$ cat src/hw/rtl/ahog_pkg.sv
package ahog_pkg;

    parameter int VALUE_WIDTH = 32;

    localparam int CMP_W    = (VALUE_WIDTH + 1 > 32) ? VALUE_WIDTH + 1 : 32;
    localparam int CFG_DW   = (VALUE_WIDTH > 32) ? VALUE_WIDTH : 32;
    localparam int CFG_IW   = 4;
    localparam int HYST_W   = 31;
    localparam int DBAND_W  = 32;
    localparam int MODE_W   = 16;

    typedef logic signed [VALUE_WIDTH-1:0] t_value;
    typedef logic [2:0] t_status;
    typedef logic [1:0] t_sev;
    typedef logic [2:0] t_trig;
    typedef logic [1:0] t_action;
    typedef logic [CFG_IW-1:0] t_cfg_idx;

    // register indexes
    localparam t_cfg_idx CFG_LIMIT_HIHI  = 4'd0;
    localparam t_cfg_idx CFG_LIMIT_HIGH  = 4'd1;
    localparam t_cfg_idx CFG_LIMIT_LOW   = 4'd2;
    localparam t_cfg_idx CFG_LIMIT_LOLO  = 4'd3;
    localparam t_cfg_idx CFG_HYSTERESIS  = 4'd4;
    localparam t_cfg_idx CFG_DEADBAND    = 4'd5;
    localparam t_cfg_idx CFG_INVALID_OUT = 4'd6;
    localparam t_cfg_idx CFG_MODE_BITS   = 4'd7;

    // alarm status codes
    localparam t_status ST_NONE = 3'd0;
    localparam t_status ST_CALC = 3'd1;
    localparam t_status ST_UDF  = 3'd2;
    localparam t_status ST_HIHI = 3'd3;
    localparam t_status ST_LOLO = 3'd4;
    localparam t_status ST_HIGH = 3'd5;
    localparam t_status ST_LOW  = 3'd6;

    // alarm severity codes
    localparam t_sev SEV_NONE    = 2'd0;
    localparam t_sev SEV_MINOR   = 2'd1;
    localparam t_sev SEV_MAJOR   = 2'd2;
    localparam t_sev SEV_INVALID = 2'd3;

    // trigger modes; codes above TRIG_RISE never drive
    localparam t_trig TRIG_ALWAYS  = 3'd0;
    localparam t_trig TRIG_CHANGE  = 3'd1;
    localparam t_trig TRIG_ZERO    = 3'd2;
    localparam t_trig TRIG_NONZERO = 3'd3;
    localparam t_trig TRIG_FALL    = 3'd4;
    localparam t_trig TRIG_RISE    = 3'd5;

    // invalid-output actions
    localparam t_action ACT_WRITE     = 2'd0;
    localparam t_action ACT_SKIP      = 2'd1;
    localparam t_action ACT_WRITE_INV = 2'd2;
    localparam t_action ACT_SKIP_ALT  = 2'd3;

    // mode_bits field positions
    localparam int MB_SEV_HIHI = 0;
    localparam int MB_SEV_HIGH = 2;
    localparam int MB_SEV_LOW  = 4;
    localparam int MB_SEV_LOLO = 6;
    localparam int MB_TRIG     = 8;
    localparam int MB_USE_ALT  = 11;
    localparam int MB_ACTION   = 12;

    typedef struct packed {
        t_value                    limit_hihi;
        t_value                    limit_high;
        t_value                    limit_low;
        t_value                    limit_lolo;
        logic [HYST_W-1:0]         hysteresis;
        logic signed [DBAND_W-1:0] deadband;
        t_value                    invalid_out;
        logic [MODE_W-1:0]         mode_bits;
    } t_cfg;

    typedef struct packed {
        t_value sample;
        logic   sample_failed;
        logic   sample_nan;
        t_value alt_sample;
        logic   alt_failed;
        logic   alt_nan;
    } t_item;

    typedef struct packed {
        t_value  value_out;
        t_status alarm_status;
        t_sev    alarm_severity;
        logic    drive_output;
        t_value  drive_value;
        logic    post_monitor;
    } t_result;

    typedef struct packed {
        t_value  held;
        t_value  prev;
        t_value  alarm_lvl;
        t_value  monitored;
        logic    udf;
        t_status status;
        t_sev    sev;
        t_value  last_out;
    } t_state;

endpackage

$ cat src/hw/rtl/ahog_eval.sv
module ahog_eval import ahog_pkg::*; (
    input  t_cfg    i_cfg,
    input  t_state  i_state,
    input  t_item   i_item,
    output t_state  o_state,
    output t_result o_result
);

    // v at or above lim, or still inside the release band of the last alarmed limit
    function automatic logic f_above(t_value v, t_value lim, t_value lvl,
                                     logic [HYST_W-1:0] hyst);
        logic [VALUE_WIDTH:0] diff;
        diff = {lim[VALUE_WIDTH-1], lim} - {v[VALUE_WIDTH-1], v};
        return (v >= lim) || ((lvl == lim) && (CMP_W'(diff) <= CMP_W'(hyst)));
    endfunction

    function automatic logic f_below(t_value v, t_value lim, t_value lvl,
                                     logic [HYST_W-1:0] hyst);
        logic [VALUE_WIDTH:0] diff;
        diff = {v[VALUE_WIDTH-1], v} - {lim[VALUE_WIDTH-1], lim};
        return (v <= lim) || ((lvl == lim) && (CMP_W'(diff) <= CMP_W'(hyst)));
    endfunction

    // |a - b| <= d; a negative deadband never matches
    function automatic logic f_within(t_value a, t_value b, logic signed [DBAND_W-1:0] d);
        logic [VALUE_WIDTH:0] diff;
        if (a >= b) begin
            diff = {a[VALUE_WIDTH-1], a} - {b[VALUE_WIDTH-1], b};
        end else begin
            diff = {b[VALUE_WIDTH-1], b} - {a[VALUE_WIDTH-1], a};
        end
        return !d[DBAND_W-1] && (CMP_W'(diff) <= CMP_W'($unsigned(d)));
    endfunction

    t_value  v;
    t_sev    sev_hihi, sev_high, sev_low, sev_lolo;
    logic    hit_hihi, hit_high, hit_low, hit_lolo;
    logic    prev_within, mon_within;
    t_trig   trig;
    t_action action;
    t_status status;
    t_sev    sev;
    logic    drive;
    logic    post;

    assign v        = i_item.sample_failed ? i_state.held : i_item.sample;
    assign sev_hihi = i_cfg.mode_bits[MB_SEV_HIHI +: 2];
    assign sev_high = i_cfg.mode_bits[MB_SEV_HIGH +: 2];
    assign sev_low  = i_cfg.mode_bits[MB_SEV_LOW  +: 2];
    assign sev_lolo = i_cfg.mode_bits[MB_SEV_LOLO +: 2];
    assign trig     = i_cfg.mode_bits[MB_TRIG +: 3];
    assign action   = i_cfg.mode_bits[MB_ACTION +: 2];

    assign hit_hihi = (sev_hihi != SEV_NONE) &&
        f_above(v, i_cfg.limit_hihi, i_state.alarm_lvl, i_cfg.hysteresis);
    assign hit_lolo = (sev_lolo != SEV_NONE) &&
        f_below(v, i_cfg.limit_lolo, i_state.alarm_lvl, i_cfg.hysteresis);
    assign hit_high = (sev_high != SEV_NONE) &&
        f_above(v, i_cfg.limit_high, i_state.alarm_lvl, i_cfg.hysteresis);
    assign hit_low  = (sev_low != SEV_NONE) &&
        f_below(v, i_cfg.limit_low, i_state.alarm_lvl, i_cfg.hysteresis);

    assign prev_within = f_within(i_state.prev, v, i_cfg.deadband);
    assign mon_within  = f_within(i_state.monitored, v, i_cfg.deadband);

    always_comb begin
        o_state = i_state;
        status  = ST_NONE;
        sev     = SEV_NONE;
        drive   = 1'b0;

        // take the sample unless its calculation failed
        if (i_item.sample_failed) begin
            status = ST_CALC;
            sev    = SEV_INVALID;
        end else begin
            o_state.held = i_item.sample;
            o_state.udf  = i_item.sample_nan;
        end

        // undefined, then limits in priority order; a hit that cannot raise still ends the chain
        if (o_state.udf) begin
            if (sev < SEV_INVALID) begin
                status = ST_UDF;
                sev    = SEV_INVALID;
            end
        end else if (hit_hihi) begin
            if (sev_hihi > sev) begin
                status            = ST_HIHI;
                sev               = sev_hihi;
                o_state.alarm_lvl = i_cfg.limit_hihi;
            end
        end else if (hit_lolo) begin
            if (sev_lolo > sev) begin
                status            = ST_LOLO;
                sev               = sev_lolo;
                o_state.alarm_lvl = i_cfg.limit_lolo;
            end
        end else if (hit_high) begin
            if (sev_high > sev) begin
                status            = ST_HIGH;
                sev               = sev_high;
                o_state.alarm_lvl = i_cfg.limit_high;
            end
        end else if (hit_low) begin
            if (sev_low > sev) begin
                status            = ST_LOW;
                sev               = sev_low;
                o_state.alarm_lvl = i_cfg.limit_low;
            end
        end else begin
            o_state.alarm_lvl = v;
        end

        case (trig)
            TRIG_ALWAYS:  drive = 1'b1;
            TRIG_CHANGE:  drive = !prev_within;
            TRIG_ZERO:    drive = (v == '0);
            TRIG_NONZERO: drive = (v != '0);
            TRIG_FALL:    drive = (i_state.prev != '0) && (v == '0);
            TRIG_RISE:    drive = (i_state.prev == '0) && (v != '0);
            default:      drive = 1'b0;
        endcase
        o_state.prev = v;

        if (drive) begin
            if (i_cfg.mode_bits[MB_USE_ALT]) begin
                if (i_item.alt_failed) begin
                    if (sev < SEV_INVALID) begin
                        status = ST_CALC;
                        sev    = SEV_INVALID;
                    end
                end else begin
                    o_state.last_out = i_item.alt_sample;
                    o_state.udf      = i_item.alt_nan;
                end
            end else begin
                o_state.last_out = v;
            end
            if (o_state.udf && (sev < SEV_INVALID)) begin
                status = ST_UDF;
                sev    = SEV_INVALID;
            end
            if (sev == SEV_INVALID) begin
                case (action)
                    ACT_WRITE:     drive = 1'b1;
                    ACT_WRITE_INV: o_state.last_out = i_cfg.invalid_out;
                    default:       drive = 1'b0;
                endcase
            end
        end

        post           = (status != i_state.status) || (sev != i_state.sev);
        o_state.status = status;
        o_state.sev    = sev;
        if (!mon_within) begin
            post              = 1'b1;
            o_state.monitored = v;
        end

        o_result.value_out      = v;
        o_result.alarm_status   = status;
        o_result.alarm_severity = sev;
        o_result.drive_output   = drive;
        o_result.drive_value    = drive ? o_state.last_out : '0;
        o_result.post_monitor   = post;
    end

endmodule

$ cat config.mk
export PLATFORM = sky130hd
export DESIGN_NAME = ahog_eval
export DESIGN_NICKNAME = d
export VERILOG_FILES = /design/src/hw/rtl/ahog_pkg.sv /design/src/hw/rtl/ahog_eval.sv
export SDC_FILE = /design/constraint.sdc
export NUM_CORES = 1
export LEC_CHECK = 0
export BUFFER_PORTS_ARGS = -buffer_cell sky130_fd_sc_hd__buf_2
export CELL_PAD_IN_SITES_DETAIL_PLACEMENT = 0
export CELL_PAD_IN_SITES_GLOBAL_PLACEMENT = 2
export CORE_ASPECT_RATIO = 1.75
export CORE_MARGIN = 4
export CORE_UTILIZATION = 25
export DETAILED_ROUTE_END_ITERATION = 8
export GPL_TIMING_DRIVEN = 1
export PLACE_DENSITY_LB_ADDON = 0.1
export REMOVE_ABC_BUFFERS = 1
export SLEW_MARGIN = 20
export SYNTH_ARGS = -nofsm -noshare
export SYNTH_HDL_FRONTEND = slang
export SYNTH_SLANG_ARGS = --single-unit
$ cat constraint.sdc
create_clock -name vclk -period 12.85
set_clock_uncertainty 0.05 [all_clocks]
set_input_delay 1.285 -clock vclk [all_inputs]
set_output_delay 1.285 -clock vclk [all_outputs]
set_load 0.1 [all_outputs]
# [After elaboration in Yosys (flattened, before gate mapping)]
# Index checks and enable logic that the tools add are counted.
[totals] register_bits=0 in_bits=473 out_inout_bits=237
[classes] n_addsub=8 n_lt_le_gt_ge=19 eq_ne=13 n_mux=63 reduce_logical=31
[op_table] op="2-to-1 mux 32 bit" n=17
[op_table] op="subtractor 32 x 32 -> 33 bit" n=8
[op_table] op="<= comparator 33 x 31 -> 1 bit" n=4
[op_table] op="equality test 32 bit" n=4
[op_table] op="greater-or-equal comparator 32 bit" n=4
[op_table] op="<= comparator 33 x 32 -> 1 bit" n=2
[op_table] op="2-to-1 mux 33 bit" n=2
[op_table] op="<= comparator 32 bit" n=2
[op_table] op="logical NOT 32 bit" n=2
[op_table] op="nonzero test 32 bit" n=2
[op_table] op="2-to-1 mux 3 bit" n=15
[op_table] op="2-to-1 mux 2 bit" n=18
[op_table] op="logical AND 1 bit" n=13
[op_table] op="2-to-1 mux 1 bit" n=10
[op_table] op="greater-than comparator 2 bit" n=4
[op_table] op="nonzero test 2 bit" n=4
[op_table] op="equality test 3 x 2 -> 1 bit (second input constant)" n=2
[op_table] op="equality test 3 bit (second input constant)" n=2
[op_table] op="less-than comparator 2 bit (second input constant)" n=3
[op_table] op="case mux 1 bit (6 select lines)" n=1
[op_table] op="logical OR 1 bit" n=5
[op_table] op="equality test 2 bit (second input constant)" n=2
[op_table] op="equality test 3 x 1 -> 1 bit (second input constant)" n=1
[op_table] op="logical NOT 3 bit" n=1
[op_table] op="5 further kinds" n=6

# [Logic depth before layout (Yosys ltp)]
[logic_depth] word_depth=24 ltp_mapped=38

# [Worst setup path before layout]
# No wires, ideal clock.
[synth_timing] path_type="input port to output port" from="in i_item[35] (netlist name)" to="out o_state[36] (netlist name)" arrival_ps=11259 t_required_ps=11515 setup_slack_ps=256 stages=31 n_path_buf=3 cell_sequence="clkbuf_1 buf_1 mux2i_1 inv_1 ha_1 nor2b_1 o211ai_1 a21oi_1 o211ai_1 a32oi_4 mux2i_1 o21ai_0 a21oi_1 o21ai_0 or3b_2 and2_1 o31ai_1 a221oi_1 xnor2_1 ha_1 nand4_1 or4_1 or4_1 o21ai_0 a31oi_1 nand2b_1 a21oi_1 o31ai_2 and2_0 a21oi_1 buf_4"
[synth_rtl] element="start: declaration" line="ahog_eval.sv:4" source="input t_item i_item,"
[synth_rtl] element="end: declaration" line="ahog_eval.sv:5" source="output t_state o_state,"

==> metrics.md <==
| Metric | Value |
|---|---|
| Status | completed |
| # Max-Cap Violations | 0 |
| Fmax | 0.0807 GHz |
| Delay-heaviest family, CP | compound AO/OA/AOI/OAI gates |
| Final critical-path required period | 12.39 ns |
| RD Place Congestion | 0.971 |
| Syn_area_per_cell | 6.78 sq um |
| Worst-Margin Slew | 1.00 ns |
| Critical path's slowest cell | nor4_1 |
| Rows | 154 |
| Top-count cell post-synth | a21oi_1 |
| Final setup TNS | 0 ns |
| Critical path class | input port to primary output |
| Yosys top cell area share | 0.225 |
| Cell variety after synth | 87 |
| Fin. Hold Viols | 0 |
| Leak Pwr | 15.8 nW |
| Vias per inst | 5.43 |
| Max Slew Vio Count | 0 |
| Setup slack at placement | 0.305 ns |
| Startpoint Class | input port |
| Critical Path End Type | primary output |
| Layout cells sized above 1 | 0.216 |
| # Post-CTS Setup Buffers | 0 |
| Pre-antenna DRT Iters | 5 |
| Area growth syn-to-layout | 26.6% |
| Syn Inst Count | 3769 |
| GRT Total Usage | 0.305 |
| Worst path arrival time | 11.05 ns |
| Max VDD drop | 0.0558 mV |
| Post-synth top cells | a21oi_1 (513), ha_1 (459), nor2_1 (359) |
| CP required | 11.52 ns |
| Wire length per cell | 30.8 um |
| Seq Cell Count | 0 |
| Final period util | 0.964 |
| Input/output buffers | 708 |
| DP Wirelength | 153000 um |
| # IOs | 710 |
| Synth Cell Area | 0.0256 sq mm |
| Final setup margin | 0.465 ns |
| Die height | 431 um |
| Full die area | 0.108 sq mm |
| First-pass GRT wire length | 238000 um |
| Iter 0 DRT Violations | 1771 |
| Post-synthesis cell type with the largest combined area | ha_1 |
| Synth warn | 0 |
| Largest net degree at the start of global routing | 55 |
| RSZ-0062 raised after global routing | no |
| Post-route ant nets | 0 |
| Residual DRC | 0 |
| Int Power | 1.13 mW |
| Grt ovf | 0 |
| Crit Path Max Fanout | 45 |
| Combinational fraction of design power | 1.000 |
| Vias in the first global route | 31600 |
| Net Switching | 2.32 mW |
| CP startpoint | i_item[35] |
| Hold WC Path Type | input port to primary output |
| Routed Wire Length | 175000 um |
| Clock power frac | 0 |
| Core area | 0.101 sq mm |
| Routed vias | 30900 |
| Nets | 5293 |
| Synth area leaders | ha_1 (22%), a21oi_1 (10%), xnor2_1 (5.7%) |
| Cell Pwr Density | 106 mW/mm^2 |
| Final setup vio count | 0 |
| Flop pwr share | 0 |
| Post-synthesis sequential area ratio | 0 |
| Switching Fraction | 0.673 |
| Effective utilization at floorplan | 0.253 |
| Register Area | 0 sq um |
| Clock buffer cells | 0 |
| Die Wd | 250 um |
| Largest stage delay, worst path | 0.59 ns |
| Hold_sp | i_state[30] |
| CP Buf/Inv Count | 5 |
| Relative slew slack | 0.326 |
| Initial antenna violation count | 32 |
| Crit-path most repeated cell | buf_4 |
[final cells by class]
type                       instances  area (sq um)
inverter                         322          1210
fill                           11500         68800
antenna                           14          35.0
timing repair buffer             841          6260
multi-input combinational       3188         23200
tap                             1326          1660
[power groups by stage]
| stage | sequential (mW) | combinational, mW | clock [mW] |
|---|---|---|---|
| after CTS | 0 | 3.44 | 0 |
| after floorplan | 0 | 2.18 | 0 |
| after global placement | 0 | 3.42 | 0 |
| after detailed placement | 0 | 3.42 | 0 |
| final | 0 | 3.44 | 0.000000101 |
| after global routing | 0 | 3.65 | 0.0000000107 |
[logic make-up (layout without fill, tap and decap cells)]
| group | count (synthesis) | in the layout | synth area share |
|---|---|---|---|
| XOR/XNOR | 303 | 303 | 0.104 |
| adder cells (fa/ha/maj) | 467 | 467 | 0.231 |
| AND/OR/NAND/NOR | 985 | 985 | 0.186 |
| AO/OA/AOI/OAI | 1243 | 1243 | 0.302 |
| multiplexers | 190 | 190 | 0.0787 |
| other | 0 | 14 | 0 |
| buffers and inverters | 581 | 1163 | 0.0984 |
[what timing repair did]
action,in CTS,in global routing
setup endpoints to repair,0,1
endpoints found under the hold margin,0,0
hold buffers,0,0
resized for setup,0,1
[placed cells by master, fill, tap and decap left out, types with 14 or more instances in the layout]
master      n
a211oi_1   77
a21o_1    142
a21oi_1   511
a221oi_1   22
a31oi_1    21
and2_1     43
buf_12    115
buf_2     595
buf_4     130
diode_2    14
ha_1      459
inv_1     322
mux2_1     26
mux2_2     43
mux2i_1   108
nand2_1   198
nand2b_1   29
nand3_1    48
nand4_1   109
nor2_1    359
nor2b_1    36
nor3_1     39
nor4_1     45
o211ai_1   26
o21a_1     35
o21ai_0   197
o21bai_1   48
o22ai_1    40
o31ai_1    18
xnor2_1   165
xor2_1    138
[tightest hold or removal path: stages]
cell	delay, ns
buf_2	0.09
mux2_2	0.17
buf_12	0.17
[path summary, 6_finish.rpt]
| check | endpoint | slack, ns | cells after the start |
|---|---|---|---|
| max | o_result[0] | 0.46 | 35 |
| min | o_state[30] | 2.96 | 3 |
[through the flow]
step | util | cells | hold WS [ns] | instance area (sq um) | total power [mW]
global placement | 0.319 | 5677 | 2.95 | 32300 | 3.42
floorplan | - | 3510 | 2.89 | 24300 | 2.18
finish | 0.320 | 5691 | 2.96 | 32400 | 3.44
global route | 0.320 | 5681 | 2.96 | 32300 | 3.65
CTS | 0.319 | 5677 | 2.95 | 32300 | 3.44
detailed placement | 0.319 | 5677 | 2.95 | 32300 | 3.42
[metal layers]
layer	routed length [um]	vias to the layer above	global-route usage	share of wire
met5	63	-	0	0.00036
met4	10800	10	0.145	0.061
met3	6610	241	0.0223	0.038
met2	93800	1017	0.603	0.53
met1	64200	14900	0.323	0.37
li1	-	14700	-	-
Power figures use the tool's default switching activity.
